==> config.mk <==
export PLATFORM = sky130hd
export DESIGN_NAME = wcr_ctrl
export DESIGN_NICKNAME = d
export VERILOG_FILES = /design/src/hdl/wcr_pkg.sv /design/src/hdl/wcr_ctrl.sv
export SDC_FILE = /design/constraint.sdc
export NUM_CORES = 1
export LEC_CHECK = 0
export BUFFER_PORTS_ARGS = -buffer_cell sky130_fd_sc_hd__buf_2
export CORE_MARGIN = 4
export CORE_UTILIZATION = 43
export CTS_BUF_LIST = sky130_fd_sc_hd__clkbuf_2 sky130_fd_sc_hd__clkbuf_4 sky130_fd_sc_hd__clkbuf_8
export CTS_CLUSTER_DIAMETER = 80
export CTS_CLUSTER_SIZE = 24
export DETAILED_ROUTE_END_ITERATION = 8
export GPL_TIMING_DRIVEN = 0
export PLACE_DENSITY = 0.74
export SLEW_MARGIN = 20
export SYNTH_ARGS = -nofsm -noshare
export SYNTH_HDL_FRONTEND = slang
export SYNTH_SLANG_ARGS = --single-unit
==> constraint.sdc <==
create_clock -name clk -period 1.5 [get_ports clk]
set_clock_uncertainty 0.05 [all_clocks]
set_input_delay 0.225 -clock clk [delete_from_list [all_inputs] [get_ports clk]]
set_output_delay 0.225 -clock clk [all_outputs]
set_load 0.02 [all_outputs]
==> src/hdl/wcr_pkg.sv <==
package wcr_pkg;

  // Default framebuffer geometry
  localparam int MAX_COLUMNS_DEF = 512;
  localparam int MAX_ROWS_DEF    = 256;

  // Fixed field widths
  localparam int KIND_W     = 2;
  localparam int COORD_W    = 16;
  localparam int DELTA_W    = 17;
  localparam int COLOR_W    = 24;
  localparam int RCOL_W     = 9;
  localparam int RROW_W     = 8;
  localparam int VW_W       = 10;
  localparam int VH_W       = 9;
  localparam int CFG_IDX_W  = 1;
  localparam int CFG_DATA_W = 10;
  localparam int CLAMP_W    = 48;

  localparam logic [9:0] SCR_COLS_RST = 10'd320;
  localparam logic [8:0] SCR_ROWS_RST = 9'd240;

  // Request kinds
  localparam logic [KIND_W-1:0] KIND_WALL  = 2'd0;
  localparam logic [KIND_W-1:0] KIND_READ  = 2'd1;
  localparam logic [KIND_W-1:0] KIND_CLEAR = 2'd2;

  // Configuration register indexes
  localparam logic [CFG_IDX_W-1:0] CFG_SCR_COLS = 1'd0;
  localparam logic [CFG_IDX_W-1:0] CFG_SCR_ROWS = 1'd1;

  // Controller to datapath commands
  typedef struct packed {
    logic load;
    logic setup;
    logic mul;
    logic add;
    logic dst;
    logic store_y;
    logic yset;
    logic prd;
    logic pwr;
    logic ystep;
    logic xstep;
    logic rrd;
    logic out_load;
    logic out_rd;
    logic clr_wr;
    logic sel;
  } wcr_cmd_t;

  // Datapath to controller status
  typedef struct packed {
    logic div_busy;
    logic y_last;
    logic x_last;
    logic clr_last;
    logic out_free;
  } wcr_sts_t;

  // Clamp a signed value into [0, hi]
  function automatic logic [CLAMP_W-1:0] clamp_hi(input logic signed [CLAMP_W-1:0] v,
                                                  input logic [CLAMP_W-1:0] hi);
    logic [CLAMP_W-1:0] r;
    if (v < 0) begin
      r = '0;
    end else if ($unsigned(v) > hi) begin
      r = hi;
    end else begin
      r = $unsigned(v);
    end
    return r;
  endfunction

endpackage

==> src/hdl/wcr_ctrl.sv <==
module wcr_ctrl
  import wcr_pkg::*;
(
  input  logic              clk,
  input  logic              rst_n,
  input  logic              in_valid,
  input  logic [KIND_W-1:0] in_kind,
  output logic              in_ready,
  input  wcr_sts_t          sts,
  output wcr_cmd_t          cmd
);

  localparam logic [3:0] S_BOOT  = 4'd0;
  localparam logic [3:0] S_IDLE  = 4'd1;
  localparam logic [3:0] S_SETUP = 4'd2;
  localparam logic [3:0] S_MUL   = 4'd3;
  localparam logic [3:0] S_ADD   = 4'd4;
  localparam logic [3:0] S_DST   = 4'd5;
  localparam logic [3:0] S_DWAIT = 4'd6;
  localparam logic [3:0] S_YSET  = 4'd7;
  localparam logic [3:0] S_PRD   = 4'd8;
  localparam logic [3:0] S_PWR   = 4'd9;
  localparam logic [3:0] S_RRD   = 4'd10;
  localparam logic [3:0] S_ROUT  = 4'd11;
  localparam logic [3:0] S_CLR   = 4'd12;
  localparam logic [3:0] S_FIN   = 4'd13;

  logic [3:0] state_r, state_nxt;
  logic       sel_r, sel_nxt;

  // Sequence one request through the datapath
  always_comb begin
    cmd       = '0;
    state_nxt = state_r;
    sel_nxt   = sel_r;
    cmd.sel   = sel_r;
    case (state_r)
      S_BOOT: begin
        cmd.clr_wr = 1'b1;
        if (sts.clr_last) state_nxt = S_IDLE;
      end
      S_IDLE: begin
        if (in_valid) begin
          cmd.load = 1'b1;
          case (in_kind)
            KIND_WALL:  state_nxt = S_SETUP;
            KIND_READ:  state_nxt = S_RRD;
            KIND_CLEAR: state_nxt = S_CLR;
            default:    state_nxt = S_FIN;
          endcase
        end
      end
      S_SETUP: begin
        cmd.setup = 1'b1;
        sel_nxt   = 1'b0;
        state_nxt = S_MUL;
      end
      S_MUL: begin
        cmd.mul   = 1'b1;
        state_nxt = S_ADD;
      end
      S_ADD: begin
        cmd.add   = 1'b1;
        state_nxt = S_DST;
      end
      S_DST: begin
        cmd.dst   = 1'b1;
        state_nxt = S_DWAIT;
      end
      S_DWAIT: begin
        if (!sts.div_busy) begin
          cmd.store_y = 1'b1;
          if (sel_r) begin
            state_nxt = S_YSET;
          end else begin
            sel_nxt   = 1'b1;
            state_nxt = S_MUL;
          end
        end
      end
      S_YSET: begin
        cmd.yset  = 1'b1;
        state_nxt = S_PRD;
      end
      S_PRD: begin
        cmd.prd   = 1'b1;
        state_nxt = S_PWR;
      end
      S_PWR: begin
        cmd.pwr = 1'b1;
        if (sts.y_last) begin
          if (sts.x_last) begin
            state_nxt = S_FIN;
          end else begin
            cmd.xstep = 1'b1;
            sel_nxt   = 1'b0;
            state_nxt = S_MUL;
          end
        end else begin
          cmd.ystep = 1'b1;
          state_nxt = S_PRD;
        end
      end
      S_RRD: begin
        cmd.rrd   = 1'b1;
        state_nxt = S_ROUT;
      end
      S_ROUT: begin
        // Hold the read address so the read data survives a wait
        cmd.rrd = 1'b1;
        if (sts.out_free) begin
          cmd.out_load = 1'b1;
          cmd.out_rd   = 1'b1;
          state_nxt    = S_IDLE;
        end
      end
      S_CLR: begin
        cmd.clr_wr = 1'b1;
        if (sts.clr_last) state_nxt = S_FIN;
      end
      S_FIN: begin
        if (sts.out_free) begin
          cmd.out_load = 1'b1;
          state_nxt    = S_IDLE;
        end
      end
      default: state_nxt = S_IDLE;
    endcase
  end

  always_ff @(posedge clk) begin
    if (!rst_n) begin
      state_r <= S_BOOT;
      sel_r   <= 1'b0;
    end else begin
      state_r <= state_nxt;
      sel_r   <= sel_nxt;
    end
  end

  assign in_ready = (state_r == S_IDLE);

endmodule

After elaboration in Yosys (flattened, before gate mapping):

Cells that the tools add are included.

* word-level logic and storage cells: 66
* register bits after elaboration: 5

* mux-type cells: 34
* reduce and logical (&&, ||, !) cells: 8
* equal/unequal tests: 22

Operators with widths (count)
* $pmux W4 S13: 1
* $mux W4: 7
* $eq A4 B4 Y1 const B: 6
* $mux W1: 20
* $eq A4 B3 Y1 const B: 4
* $ne A2 B2 Y1 const B: 6
* $pmux W4 S3: 1
* $eq A4 B2 Y1 const B: 2
* $mux W3: 2
* $reduce_or A2 Y1: 3
* $reduce_and A5 Y1: 1
* $eq A4 B1 Y1 const B: 1
* $logic_not A4 Y1: 1
* $reduce_and A4 Y1: 1
* $pmux W1 S3: 1
* $reduce_bool A3 Y1: 1
* $eq A2 B1 Y1 const B: 1
* $eq A2 B2 Y1 const B: 1
* $logic_not A2 Y1: 1
* $mux W2: 1
* $ne A2 B1 Y1 const B: 1
* $pmux W1 S2: 1

Longest topological paths before layout:

* word-level depth: 4
* mapped depth: 6
* mapped depth without buffers: 4

Worst setup path before layout:

No wires, ideal clock.

* path type: register to output
* start point: reg state_r[3]
* end point: out cmd[1] (netlist bit)
* path slack: -0.184 ns
* arrival: 1.409 ns
* stages on the path, launching flop included: 6
* data required time: 1.225 ns
* cells stage by stage: dfxtp_1 > buf_2 > buf_1 > nand2_1 > nor2b_1 > nor3_1

RTL lines
* from (decl): RTL line wcr_ctrl.sv:28 `logic [3:0] state_r, state_nxt;`
* from (signal assigned): RTL line wcr_ctrl.sv:136 `state_r <= state_nxt;`
* to (decl): RTL line wcr_ctrl.sv:10 `output wcr_cmd_t cmd`

==> key figures <==
Routing
  • Post-detailed-route wirelength per cell: 23.5 um
  • DR vias: about 1.1k
  • Final WL: 3.58 mm
  • First-pass DRT Iterations: 5
  • Initial DRC count: 74
  • Antenna Nets Post-Route: 0
  • Residual DRC: 0
  • Vias per cell: 7.09

Run status
  • Failing checks: setup timing
  • Outcome: finished, violations left

Yosys
  • Synth top area share: 16.2%
  • Ys Warns: 0
  • Number of synthesized flops with an enable pin: 0
  • Area leader, netlist: dfxtp_1
  • Mapped cell area: 618 um^2
  • Yosys reg bits: 5
  • Gate Count Post-Synth: 91
  • Top_reg_cell synth: dfxtp_1
  • Register area share after synthesis: 16.2%
  • Top post-synthesis cells by area: dfxtp_1 (16%), nor2_1 (7.9%), o21ai_0 (4.9%), nand2_1 (3.6%), nand3_1 (3.2%)
  • Most instantiated library cell after synthesis: nor2_1
  • Syn_area_per_cell: 6.79 um^2
  • Syn Nets: 101
  • Synth top cells by count: nor2_1 (13), nand2_1 (6), o21ai_0 (6), dfxtp_1 (5)
  • Ys async rst share: 0%
  • Count of cell types in the netlist: 44

Layout
  • Nets: 148
  • Synthesis-to-layout area growth: 88.9%
  • Final Non-Filler Cells: 152
  • Antenna diodes: 0
  • Final design utilization: roughly 88%
  • Share of cells above drive strength 1: between 50% and 60%

Setup path
  • R2r startpoint: state_r[1]
  • Reg2reg path depth: 4
  • Worst path max stage delay: 0.33 ns
  • Kind of cell adding the most delay to the critical path: buffers and inverters
  • Kind of critical path: reg2out
  • CP startpoint: state_r[2]
  • Worst Path Buf+Inv: 3
  • CP arrival: 1.63 ns
  • Worst setup SP type: register
  • WP data required: 1.22 ns
  • Crit Reg-Reg Endpoint: state_r[2]
  • WP depth: 5
  • Critical Path Sink Type: output port
  • R2R Setup Slk: -0.21 ns
  • CP Cell Sequence: buf_6, or2_4, buf_6, nor3_1, buf_2
  • Most frequent CP cell: buf_6
  • Critical path peak fanout: 8
  • Crit path capture: cmd[6]
  • CP max stage cell: dfxtp_2

Power and ir drop
  • Leakage: approximately 0.47 nW
  • NetSw: 1.22 mW
  • Clk pwr share: 8.2%
  • Switching share of power: 50.4%
  • Post-layout power: 2.42 mW
  • Seq pwr share: between 10% and 20%
  • P_int: 1.20 mW
  • Comb pwr share: 80.6%
  • Pwr dens: 2070 nW/um^2
  • Maximum vdd drop: 1.19 mV

Floorplanning
  • Core Footprint: 1330 um^2
  • Chip height: 45.9 um
  • # IOs: 27
  • Die area: 2110 um^2
  • Starting Density: 46.3%
  • Row count: 13
  • Die W: 45.9 um

Worst hold path
  • Hold_sp: in_kind[1]
  • Hold crit path type: in2reg

STA
  • Final Max Tran Viols: 0
  • Worst slew pin tran: around 0.57 ns
  • RSZ-0062 raised after global routing: true
  • Fmax achieved: 0.526 GHz
  • Final worst slack: -0.401 ns
  • Final period util: 127%
  • Final hold vios: 0
  • # setup viols final: 20
  • Min cycle time layout: 1.90 ns
  • Slew margin rel.: between 60% and 70%

Global route
  • Global-route wire length before repair: 4.05 mm
  • GRT busiest layer: met2
  • Met2 Usage GRT: between 40% and 50%
  • Met3 usage: 7.91%
  • Congestion Overflow GR: 0
  • Vias in the first global route: 862
  • Met1 usage: a little under a third
  • Total Routing Usage GR: 27.4%
  • Largest net degree at the start of global routing: 11
  • Initial antenna violation count: 0

Clocking
  • TritonCTS clock tree: built
  • CTS max path bufs: 2
  • Root buf cell: clkbuf_4
  • Clk sinks: 5
  • Clk Latency, worst-skew pair: 0.27 ns
  • Hold_buf cts: 0
  • CTS H-tree depth: 1
  • Total CTS buffers: 3
  • Reg clk slew, reported paths: 0.05 ns

Placement
  • Placed insts: roughly 130
  • DP HPWL: 1.46 mm
  • IO Port Bufs: 25
  • Routability cong.: ~0.92

Run
  • Max Cap Viol: 0
## flip-flops by register name, indices dropped and copies added (netlist names)
name / count
state_r: 4
sel_r: 1
## how the worst min path moves through the flow
stage | endpoint | cells after the start | slack [ns]
after floorplan | state_r[1] | 3 | 0.39
after global placement | sel_r | 1 | 0.49
after detailed placement | sel_r | 1 | 0.50
after CTS | state_r[0] | 2 | 0.27
after global routing | state_r[0] | 2 | 0.29
final | state_r[1] | 4 | 0.28
## power groups by stage
stage	combinational, mW	clock [mW]	sequential, mW
finish	1.95	0.198	0.272
global route	2.01	0.201	0.275
CTS	1.46	0.188	0.247
detailed placement	1.10	0	0.232
global placement	1.09	0	0.234
floorplan	0.837	0	0.216
## worst register-to-register path, delay by kind of cell, from the launching register on
family / cells / cell delay, ns
simple gates: 1 / 0.59
compound gates: 3 / 0.54
flops: 1 / 0.38
## cells in the final DEF (no fill, tap or decap), types with 2 or more instances in the layout
master / n
a211oi_1: 2
a21oi_2: 2
buf_2: 13
buf_4: 21
buf_6: 13
clkbuf_4: 5
dfxtp_2: 2
dfxtp_4: 2
inv_2: 2
nand2_1: 2
nand2_2: 2
nand3_1: 3
nand4_1: 3
nor2_1: 8
nor2_2: 2
nor2_4: 3
nor2b_1: 2
nor3_1: 2
nor3_2: 2
o21ai_0: 6
## through the flow
stage	instance area (um^2)	setup slack (ns)	hold WS, ns	setup TNS [ns]
floorplan	636	-0.0536	0.389	-0.0894
global placement	779	-0.309	0.492	-1.61
detailed placement	779	-0.242	0.497	-1.36
CTS	965	-0.216	0.268	-1.94
global route	1170	-0.410	0.293	-3.74
finish	1170	-0.401	0.276	-3.43
## area by class of cell
| cell class | instances | area, um^2 |
|---|---|---|
| plain buffers | 9 | 104 |
| flip-flops and latches | 5 | 110 |
| fillers | 60 | 166 |
| multi-input cells | 73 | 569 |
| clock buffers | 4 | 30.0 |
| repair buffers | 42 | 317 |
| well taps | 15 | 18.8 |
| inverters | 4 | 18.8 |
## timing repair
item                       CTS  global route
setup buffers                7             9
cloned                       0             1
setup endpoints to repair   20            21
gates resized for setup     34            32
pin swaps                    7             5
## kinds of logic (layout without fill, tap and decap cells)
kind of cell    count (synthesis)  in the layout  share of synthesized area, %
buf+inv                        13             59                          10.9
compound gates                 28             28                          32.2
mux                             2              2                          3.44
simple gates                   43             43                          37.2
flops                           5              5                          16.2
## layer usage
layer	wire length (um)	up-vias
met4	193	0
met5	0	-
met3	439	28
met1	1200	505
li1	-	437
met2	1750	107
Power figures use the tool's default switching activity.
